$ cat src/hw/rtl/urb_pkg.sv
// ----------------------------------------------------------------------------
// UART register block package
// Register offsets, bit masks, item kinds, receive FIFO sizing and the
// structures passed between the top level and the receive FIFO.
// ----------------------------------------------------------------------------
`default_nettype none

package urb_pkg;

    // Receive FIFO sizing.
    localparam int RX_DEPTH = 16;
    localparam int RX_PTR_W = (RX_DEPTH > 1) ? $clog2(RX_DEPTH) : 1;
    localparam int RX_CNT_W = $clog2(RX_DEPTH + 1);

    // Item kinds.
    localparam logic [1:0] MODE_READ  = 2'd0;
    localparam logic [1:0] MODE_WRITE = 2'd1;
    localparam logic [1:0] MODE_RX    = 2'd2;
    localparam logic [1:0] MODE_TICK  = 2'd3;

    // Register byte offsets.
    localparam logic [7:0] OFF_SR  = 8'h00;
    localparam logic [7:0] OFF_DR  = 8'h04;
    localparam logic [7:0] OFF_BRR = 8'h08;
    localparam logic [7:0] OFF_CR1 = 8'h0C;

    // Status register bits.
    localparam logic [31:0] SR_TXE   = 32'h0000_0080;
    localparam logic [31:0] SR_TC    = 32'h0000_0040;
    localparam logic [31:0] SR_RXNE  = 32'h0000_0020;
    localparam logic [31:0] SR_RESET = SR_TXE | SR_TC;

    // Control register bits.
    localparam logic [31:0] CR1_UE     = 32'h0000_2000;
    localparam logic [31:0] CR1_TXEIE  = 32'h0000_0080;
    localparam logic [31:0] CR1_RXNEIE = 32'h0000_0020;

    // Low byte of a data register write.
    localparam logic [31:0] BYTE_MASK = 32'h0000_00FF;

    typedef struct packed {
        logic       push;
        logic       pop;
        logic [7:0] data;
    } t_fifo_req;

    typedef struct packed {
        logic empty;
        logic full;
        logic last;
    } t_fifo_stat;

endpackage

`default_nettype wire

$ cat src/hw/rtl/urb_rx_fifo.sv
// ----------------------------------------------------------------------------
// UART receive FIFO
// Ring buffer of received bytes. The head entry is kept in a register so
// that a pop sees its byte without a read in the same cycle.
// ----------------------------------------------------------------------------
`default_nettype none

module urb_rx_fifo (
    input  wire logic               i_clk,
    input  wire logic               i_rst_n,
    input  wire urb_pkg::t_fifo_req i_req,
    output urb_pkg::t_fifo_stat     o_stat,
    output logic [7:0]              o_head
);

    localparam logic [urb_pkg::RX_PTR_W-1:0] PTR_LAST =
        urb_pkg::RX_PTR_W'(urb_pkg::RX_DEPTH - 1);
    localparam logic [urb_pkg::RX_PTR_W-1:0] PTR_ONE  = urb_pkg::RX_PTR_W'(1);
    localparam logic [urb_pkg::RX_CNT_W-1:0] CNT_FULL =
        urb_pkg::RX_CNT_W'(urb_pkg::RX_DEPTH);
    localparam logic [urb_pkg::RX_CNT_W-1:0] CNT_ONE  = urb_pkg::RX_CNT_W'(1);

    logic [7:0]                   mem [urb_pkg::RX_DEPTH];
    logic [urb_pkg::RX_PTR_W-1:0] r_wr_ptr;
    logic [urb_pkg::RX_PTR_W-1:0] r_rd_ptr;
    logic [urb_pkg::RX_CNT_W-1:0] r_fill;
    logic [7:0]                   r_head;
    logic [urb_pkg::RX_PTR_W-1:0] n_rd_ptr;
    logic [urb_pkg::RX_PTR_W-1:0] n_wr_ptr;

    always_comb begin
        n_rd_ptr = r_rd_ptr;
        if (i_req.pop) begin
            n_rd_ptr = (r_rd_ptr == PTR_LAST) ? '0 : r_rd_ptr + PTR_ONE;
        end
        n_wr_ptr = (r_wr_ptr == PTR_LAST) ? '0 : r_wr_ptr + PTR_ONE;
    end

    always_ff @(posedge i_clk) begin
        if (!i_rst_n) begin
            r_wr_ptr <= '0;
            r_rd_ptr <= '0;
            r_fill   <= '0;
        end else begin
            r_rd_ptr <= n_rd_ptr;
            if (i_req.push) begin
                r_wr_ptr <= n_wr_ptr;
                r_fill   <= r_fill + CNT_ONE;
            end else if (i_req.pop) begin
                r_fill   <= r_fill - CNT_ONE;
            end
        end
    end

    // The head register follows the entry at the next read pointer; a byte
    // written to that very entry is forwarded.
    always_ff @(posedge i_clk) begin
        if (i_req.push) begin
            mem[r_wr_ptr] <= i_req.data;
        end
        if (i_req.push && (r_wr_ptr == n_rd_ptr)) begin
            r_head <= i_req.data;
        end else begin
            r_head <= mem[n_rd_ptr];
        end
    end

    assign o_stat.empty = (r_fill == '0);
    assign o_stat.full  = (r_fill == CNT_FULL);
    assign o_stat.last  = (r_fill == CNT_ONE);
    assign o_head       = r_head;

endmodule

`default_nettype wire

$ cat src/hw/rtl/uart_register_block_with_rx_fifo_core.sv
// ----------------------------------------------------------------------------
// UART register block with receive FIFO
// Each request is a bus read, a bus write, a received byte or a transmit
// tick, chosen by i_mode. The block holds SR, DR, BRR and CR1 and a ring
// FIFO of received bytes, and gives exactly one result per request.
// Both channels use valid and stall: a request is taken when valid is high
// and stall is low. A request is first captured in an input register; once
// the output register is empty or being emptied, it updates the registers
// and the FIFO and its result is loaded into the output register, which
// raises o_out_valid. One request per cycle is sustained while the receiver
// does not stall, set by the single read-modify-write pass over the
// register state. While the receiver stalls, the result waits in the output
// register and the input register still takes one further request; only
// then is o_in_stall raised.
// Reset (synchronous, active low) sets SR to TXE and TC, clears the other
// registers, empties the FIFO and drops anything in flight.
// ----------------------------------------------------------------------------
`default_nettype none

module uart_register_block_with_rx_fifo_core (
    input  wire logic        i_clk,
    input  wire logic        i_rst_n,
    input  wire logic        i_in_valid,
    output logic             o_in_stall,
    input  wire logic [1:0]  i_mode,
    input  wire logic [7:0]  i_reg_offset,
    input  wire logic [31:0] i_write_value,
    input  wire logic [7:0]  i_rx_byte,
    output logic             o_out_valid,
    input  wire logic        i_out_stall,
    output logic [31:0]      o_read_data,
    output logic             o_write_error,
    output logic             o_tx_valid,
    output logic [7:0]       o_tx_byte,
    output logic             o_irq_request,
    output logic             o_rx_dropped
);

    // Input register.
    logic        r_in_vld;
    logic [1:0]  r_mode;
    logic [7:0]  r_offset;
    logic [31:0] r_wval;
    logic [7:0]  r_rxb;

    // Register state.
    logic [31:0] r_sr;
    logic [31:0] r_brr;
    logic [31:0] r_cr1;
    logic [7:0]  r_tx_hold;
    logic        r_tx_busy;

    // Output register.
    logic        r_out_vld;
    logic [31:0] r_read_data;
    logic        r_write_error;
    logic        r_tx_valid;
    logic [7:0]  r_tx_byte;
    logic        r_irq;
    logic        r_dropped;

    // Next values.
    logic [31:0] n_sr;
    logic [31:0] n_brr;
    logic [31:0] n_cr1;
    logic [7:0]  n_tx_hold;
    logic        n_tx_busy;
    logic [31:0] n_read_data;
    logic        n_write_error;
    logic        n_tx_valid;
    logic [7:0]  n_tx_byte;
    logic        n_irq;
    logic        n_dropped;

    logic                 w_fire;
    logic                 w_accept;
    logic                 w_ue;
    urb_pkg::t_fifo_req   w_fifo_req;
    urb_pkg::t_fifo_stat  w_fifo_stat;
    logic [7:0]           w_fifo_head;

    // The request in the input register is processed whenever the output
    // register is empty or is being emptied in this cycle.
    assign w_fire     = r_in_vld && (!r_out_vld || !i_out_stall);
    assign o_in_stall = r_in_vld && !w_fire;
    assign w_accept   = i_in_valid && !o_in_stall;
    assign w_ue       = (r_cr1 & urb_pkg::CR1_UE) != '0;

    urb_rx_fifo u_rx_fifo (
        .i_clk   (i_clk),
        .i_rst_n (i_rst_n),
        .i_req   (w_fifo_req),
        .o_stat  (w_fifo_stat),
        .o_head  (w_fifo_head)
    );

    // Single pass over the register state for the held request.
    always_comb begin
        n_sr          = r_sr;
        n_brr         = r_brr;
        n_cr1         = r_cr1;
        n_tx_hold     = r_tx_hold;
        n_tx_busy     = r_tx_busy;
        n_read_data   = '0;
        n_write_error = 1'b0;
        n_tx_valid    = 1'b0;
        n_tx_byte     = '0;
        n_irq         = 1'b0;
        n_dropped     = 1'b0;
        w_fifo_req    = '{push: 1'b0, pop: 1'b0, data: r_rxb};

        case (r_mode)
            urb_pkg::MODE_READ: begin
                case (r_offset)
                    urb_pkg::OFF_SR: begin
                        n_read_data = r_sr;
                    end
                    urb_pkg::OFF_DR: begin
                        // A read of DR pops the FIFO; RXNE falls with the
                        // last byte.
                        if (!w_fifo_stat.empty) begin
                            n_read_data    = {24'd0, w_fifo_head};
                            w_fifo_req.pop = w_fire;
                            if (w_fifo_stat.last) begin
                                n_sr = r_sr & ~urb_pkg::SR_RXNE;
                            end
                        end
                    end
                    urb_pkg::OFF_BRR: begin
                        n_read_data = r_brr;
                    end
                    urb_pkg::OFF_CR1: begin
                        n_read_data = r_cr1;
                    end
                    default: begin
                        n_read_data = '0;
                    end
                endcase
            end
            urb_pkg::MODE_WRITE: begin
                case (r_offset)
                    urb_pkg::OFF_SR: begin
                        // Status writes can only clear bits.
                        n_sr = r_sr & r_wval;
                    end
                    urb_pkg::OFF_DR: begin
                        if (w_ue) begin
                            n_tx_hold = 8'(r_wval & urb_pkg::BYTE_MASK);
                            n_tx_busy = 1'b1;
                            n_sr      = r_sr & ~(urb_pkg::SR_TXE | urb_pkg::SR_TC);
                        end
                    end
                    urb_pkg::OFF_BRR: begin
                        n_brr = r_wval;
                    end
                    urb_pkg::OFF_CR1: begin
                        n_cr1 = r_wval;
                    end
                    default: begin
                        n_write_error = 1'b1;
                    end
                endcase
            end
            urb_pkg::MODE_RX: begin
                if (w_fifo_stat.full) begin
                    n_dropped = 1'b1;
                end else begin
                    w_fifo_req.push = w_fire;
                    n_sr  = r_sr | urb_pkg::SR_RXNE;
                    n_irq = w_ue && ((r_cr1 & urb_pkg::CR1_RXNEIE) != '0);
                end
            end
            urb_pkg::MODE_TICK: begin
                if (r_tx_busy) begin
                    n_tx_busy  = 1'b0;
                    n_tx_valid = 1'b1;
                    n_tx_byte  = r_tx_hold;
                    n_sr       = r_sr | urb_pkg::SR_TXE | urb_pkg::SR_TC;
                    n_irq      = w_ue && ((r_cr1 & urb_pkg::CR1_TXEIE) != '0);
                end
            end
            default: begin
                n_read_data = '0;
            end
        endcase
    end

    // Control and architectural state.
    always_ff @(posedge i_clk) begin
        if (!i_rst_n) begin
            r_in_vld  <= 1'b0;
            r_out_vld <= 1'b0;
            r_sr      <= urb_pkg::SR_RESET;
            r_brr     <= '0;
            r_cr1     <= '0;
            r_tx_hold <= '0;
            r_tx_busy <= 1'b0;
        end else begin
            if (w_accept) begin
                r_in_vld <= 1'b1;
            end else if (w_fire) begin
                r_in_vld <= 1'b0;
            end
            if (w_fire) begin
                r_out_vld <= 1'b1;
                r_sr      <= n_sr;
                r_brr     <= n_brr;
                r_cr1     <= n_cr1;
                r_tx_hold <= n_tx_hold;
                r_tx_busy <= n_tx_busy;
            end else if (!i_out_stall) begin
                r_out_vld <= 1'b0;
            end
        end
    end

    // Payload registers.
    always_ff @(posedge i_clk) begin
        if (w_accept) begin
            r_mode   <= i_mode;
            r_offset <= i_reg_offset;
            r_wval   <= i_write_value;
            r_rxb    <= i_rx_byte;
        end
        if (w_fire) begin
            r_read_data   <= n_read_data;
            r_write_error <= n_write_error;
            r_tx_valid    <= n_tx_valid;
            r_tx_byte     <= n_tx_byte;
            r_irq         <= n_irq;
            r_dropped     <= n_dropped;
        end
    end

    assign o_out_valid   = r_out_vld;
    assign o_read_data   = r_read_data;
    assign o_write_error = r_write_error;
    assign o_tx_valid    = r_tx_valid;
    assign o_tx_byte     = r_tx_byte;
    assign o_irq_request = r_irq;
    assign o_rx_dropped  = r_dropped;

`ifndef NO_ASSERTIONS
    // RXNE can only be set by a push, so an empty FIFO never shows it.
    a_empty_no_rxne: assert property (@(posedge i_clk) disable iff (!i_rst_n)
        w_fifo_stat.empty |-> ((r_sr & urb_pkg::SR_RXNE) == '0))
        else $error("RXNE set while the receive FIFO is empty");

    // Pushes and pops are never issued against a full or empty FIFO.
    a_fifo_bounds: assert property (@(posedge i_clk) disable iff (!i_rst_n)
        !(w_fifo_req.push && w_fifo_stat.full) && !(w_fifo_req.pop && w_fifo_stat.empty))
        else $error("receive FIFO overrun or underrun");

    // Every processed request yields a result in the next cycle.
    a_fire_result: assert property (@(posedge i_clk) disable iff (!i_rst_n)
        w_fire |=> o_out_valid)
        else $error("processed request produced no result");
`endif

endmodule

`default_nettype wire
$ cat config.mk
export PLATFORM = sky130hd
export DESIGN_NAME = uart_register_block_with_rx_fifo_core
export DESIGN_NICKNAME = d
export VERILOG_FILES = /design/src/hw/rtl/urb_pkg.sv /design/src/hw/rtl/urb_rx_fifo.sv /design/src/hw/rtl/uart_register_block_with_rx_fifo_core.sv
export SDC_FILE = /design/constraint.sdc
export NUM_CORES = 1
export LEC_CHECK = 0
export ABC_AREA = 1
export BUFFER_PORTS_ARGS = -buffer_cell sky130_fd_sc_hd__buf_2
export CAP_MARGIN = 40
export CORE_MARGIN = 4
export CORE_UTILIZATION = 45
export DETAILED_ROUTE_END_ITERATION = 6
export GPL_TIMING_DRIVEN = 0
export PLACE_DENSITY = 0.71
export REMOVE_ABC_BUFFERS = 1
export SETUP_SLACK_MARGIN = 0.2
export SKIP_LAST_GASP = 1
export SLEW_MARGIN = 20
export SYNTH_ARGS = -nofsm -noshare
export SYNTH_HDL_FRONTEND = slang
export SYNTH_HIERARCHICAL = 1
export SYNTH_SLANG_ARGS = --single-unit
$ cat constraint.sdc
create_clock -name i_clk -period 4.7 [get_ports i_clk]
set_input_delay 0.235 -clock i_clk [delete_from_list [all_inputs] [get_ports i_clk]]
set_output_delay 0.235 -clock i_clk [all_outputs]
set_load 0.02 [all_outputs]
==> results <==
- The total length of routed wires is 33,000 um.
- Broken down by cell family, the worst path's largest delay share belongs to simple AND/OR/NAND/NOR gates.
- The summed instance area of the synthesized netlist is 14,200 um2.
- Global routing finished with a remaining overflow of 0.
- The height of the chip is 186 um.
- In this run the most critical hold path is launched from i_out_stall.
- After clock tree synthesis, the clock-pin slew on the worst setup and hold paths is 0.06 ns.
- In this run the number of H-tree levels came out at 2.
- The launching point of the worst reg2reg path is u_rx_fifo/r_fill[0].
- In the final design database the tool counted 1,693 nets.
- Buffers added to address setup during post-CTS repair amount to 0.
- The worst hold path belongs to the class input pin to register.
- The most critical setup path has its startpoint at u_rx_fifo/r_fill[0].
- Counting along the longest clock path gives a buffer depth of 3.
- The data arrival time at the worst-slack endpoint is 3.21 ns.
- The largest individual stage delay along the critical path comes from the cell sky130_fd_sc_hd__nor2_1.
- The clock period could shrink to 3.09 ns.
- The number of instances in the synthesized netlist is 1,490.
- The antenna diode count is 0.
- The global placement routability congestion is 0.811.
- The count of input and output buffers is 99.
- The sum of buffers and inverters on the critical path is 3.
- The worst setup path is captured at a register.
- By area the synthesized netlist is led by sky130_fd_sc_hd__edfxtp_1 47%, sky130_fd_sc_hd__dfxtp_1 17%, sky130_fd_sc_hd__nand2_1 11%.
- The number of DRC markers in iteration 0 is 1,068.
- The area of the placeable core is 30,900 um2.
- The die area is 34,500 um2.
- The number of iterations in the first detailed-routing pass is 5.
- The initial utilization of the core area, before any placement, comes to 0.460.
- For this design the top-level I/O count stands at 100.
- The required time reported for the critical path endpoint is 4.82 ns.
- For the pin with the worst max-slew slack, the measured transition is 0.836 ns.
- The setup-violating endpoint count in the final report is 0.
- The highest clock frequency the design can meet is 323 MHz.
- Max-cap violations in this run came to 0.
- The critical path startpoint category is a register.
- The via count of the first global-routing pass is 10,200.
- The area overhead of the layout relative to synthesis is 18.2%.
- Walking the worst path, the cells encountered are inv_1 > ha_1 > inv_1 > nor2_1 > inv_1 > nor2_1 > nor3_2 > nand2_1 > nor2_1.
- The final max-slew violation count is 0.
- Final hold analysis gives a worst-case slack of 0.0354 ns.
- The leakage power figure is 7.11 nW.
- The filler cells instantiated in the layout total 2,598.
- Setup repair after global routing left no endpoint under its margin.
- The die extent in x is 186 um.
- The count of endpoints failing hold in the final timing report was 0.
- Counting flops and latches in the post-synthesis netlist gives 346.
- In this run, synthesis inferred 222 flip-flops with an integrated enable.
- Dividing the final minimum period by the clock period gives 0.658.
- The initial antenna violation count is 0.
- In the global route stage, overall resource usage came out at 0.189.
- For this run, asynchronously set or reset flops after synthesis account for 0.
- Dividing total power by cell area gives a power density of 370 nW/um2.
- After detailed routing, the number of vias per cell comes to 5.14.
- In this run the tightest slew margin relative to its limit is 0.440.
- Of the cells placed in the final design, the portion with a size suffix greater than 1 is 0.123.
- The fraction of the yosys area taken by sequential cells is 0.644.
- The share of the synthesized area in the top cell type is 0.469.
- After detailed routing, the average wire length per cell comes to 16.1 um.
- For this run, the slowest stage of the critical path takes 0.74 ns.
- The number of buffers created by CTS is 34.
- Leaving out fill and tap cells, the most frequent cells in the layout are 423 x sky130_fd_sc_hd__nand2_1, 222 x sky130_fd_sc_hd__edfxtp_1, 187 x sky130_fd_sc_hd__inv_1.
- The Yosys step of the flow raised 6 warnings.
- The clock tree root buffer cell is sky130_fd_sc_hd__clkbuf_16.
- The first global-routing pass estimated 51,900 um of wire.
- Entering global routing, the biggest net connects 66 pins.
- Across the VDD grid, the largest voltage drop is 0.397 mV.
- The overall power of the completed layout is 6.22 mW.
- The library cell used most frequently in the layout, excluding fill and tap cells, is sky130_fd_sc_hd__nand2_1.
- The TritonCTS clock tree is yes.
- The final route contains 10,500 vias.
- The category of the most critical setup path is register to register.
- After synthesis, the netlist uses 30 different library cells.
- The cell accounting for the most synthesized area is sky130_fd_sc_hd__edfxtp_1.
- Dividing the synthesized area by the synthesized cell count gives 9.54 um2.
- In this run the remaining antenna-violating nets after routing total 0.
- Summed over all nets, the half-perimeter wirelength after detailed placement is 20,400 um.
- For this design, the sink count on the clock tree is 346.
- Row generation in the floorplan step produced 64 rows.
- The biggest fanout along the worst timing path is 11.
- The clock latency reported for the late side of the worst-skew pair is 0.51 ns.
- The setup skew after layout is 0.0203 ns.
- In the synthesized netlist the dominant register cell turns out to be sky130_fd_sc_hd__edfxtp_1.
- In the routed design, unresolved DRC markers number 0.
- The run finished with clean final reports.
==> cells in the mapped netlist, types with 2 or more instances <==
| library cell | n |
|---|---|
| sky130_fd_sc_hd__buf_6 | 14 |
| sky130_fd_sc_hd__nand3b_1 | 3 |
| sky130_fd_sc_hd__dfxtp_1 | 124 |
| sky130_fd_sc_hd__inv_2 | 9 |
| sky130_fd_sc_hd__a22oi_1 | 2 |
| sky130_fd_sc_hd__nor2_2 | 4 |
| sky130_fd_sc_hd__edfxtp_1 | 222 |
| sky130_fd_sc_hd__buf_4 | 5 |
| sky130_fd_sc_hd__a21oi_1 | 111 |
| sky130_fd_sc_hd__o21ai_0 | 72 |
| sky130_fd_sc_hd__nand3_1 | 134 |
| sky130_fd_sc_hd__a211oi_1 | 2 |
| sky130_fd_sc_hd__ha_1 | 8 |
| sky130_fd_sc_hd__nor3_2 | 2 |
| sky130_fd_sc_hd__nand4_1 | 4 |
| sky130_fd_sc_hd__nor2_1 | 92 |
| sky130_fd_sc_hd__clkbuf_1 | 18 |
| sky130_fd_sc_hd__inv_1 | 190 |
| sky130_fd_sc_hd__nor2_4 | 2 |
| sky130_fd_sc_hd__nand2_1 | 423 |
| sky130_fd_sc_hd__buf_2 | 29 |
| sky130_fd_sc_hd__o21ai_1 | 4 |
| sky130_fd_sc_hd__o21a_1 | 8 |
| sky130_fd_sc_hd__nor3_1 | 2 |
==> where the power goes <==
| group | switching, mW | total [mW] | internal (mW) |
|---|---|---|---|
| registers | 0.0392 | 3.32 | 3.28 |
| clock network | 1.09 | 2.70 | 1.61 |
| logic | 0.124 | 0.199 | 0.0749 |
| total | 1.25 | 6.22 | 4.97 |
==> layout make-up <==
| cell class | count | area, um2 | share of cell area |
|---|---|---|---|
| Clock buffer | 47 | 1010 | 0.0603 |
| Clock inverter | 12 | 110 | 0.00655 |
| Inverter | 200 | 753 | 0.0448 |
| Multi-Input combinational cell | 878 | 3960 | 0.236 |
| Sequential cell | 346 | 9150 | 0.545 |
| Tap cell | 396 | 495 | 0.0295 |
| Timing Repair Buffer | 171 | 1320 | 0.0784 |
==> final timing paths <==
path	endpoint	slack (ns)	cells after the start
worst min-delay path	o_out_valid	0.04	3
worst max register to register	u_rx_fifo/mem[4][7]	1.61	9
worst min register to register	r_sr[30]	0.43	2
worst max-delay path	u_rx_fifo/mem[4][7]	1.61	9
==> through the flow <==
stage | std cells | setup slack [ns] | cell area [um2] | TNS (ns) | util
after floorplan | 1424 | 1.54 | 13800 | 0 | -
after global placement | 1919 | -0.477 | 14800 | -13.94 | 0.479
after detailed placement | 1934 | 1.61 | 15100 | 0 | 0.489
after CTS | 2043 | 1.61 | 16700 | 0 | 0.542
after global routing | 2050 | 1.38 | 16800 | 0 | 0.543
final | 2050 | 1.61 | 16800 | 0 | 0.543
==> timing repair <==
item	in CTS	in global routing
hold buffers	50	0
gates resized for setup	0	0
endpoints found under the hold margin	50	0
setup endpoints to repair	0	0
==> state kept, by name (all words and copies together), names as in the netlist, named ones only <==
| name | count |
|---|---|
| r_mode | 2 |
| u_rx_fifo/r_rd_ptr | 4 |
| u_rx_fifo/r_wr_ptr | 4 |
| r_wval | 32 |
| r_offset | 8 |
| o_irq_request | 1 |
| r_tx_busy | 1 |
| u_rx_fifo/mem | 128 |
| o_rx_dropped | 1 |
| r_sr | 32 |
| r_rxb | 8 |
| u_rx_fifo/r_fill | 5 |
| r_tx_hold | 8 |
| o_read_data | 32 |
| o_tx_byte | 8 |
| o_tx_valid | 1 |
| r_cr1 | 32 |
| r_in_vld | 1 |
| o_write_error | 1 |
| r_brr | 32 |
| o_out_valid | 1 |
==> logic make-up after synthesis <==
logic type	synth area share
buffers and inverters	0.0815
AND/OR/NAND/NOR	0.194
AO/OA/AOI/OAI	0.0736
flip-flops	0.644
adder cells (fa/ha/maj)	0.00704
==> tightest hold or removal path, stage by stage <==
cell,delay [ns]
sky130_fd_sc_hd__buf_2,0.10
sky130_fd_sc_hd__nand2_1,0.09
sky130_fd_sc_hd__a21oi_1,0.07
==> layer usage <==
metal | vias up | part of all wire | track usage
met2 | 461 | 0.49 | 0.315
met4 | 0 | 0.029 | 0.0682
met1 | 4887 | 0.41 | 0.254
li1 | 5128 | - | -
met5 | - | 0 | 0
met3 | 58 | 0.079 | 0.0276
Power figures use the tool's default switching activity.
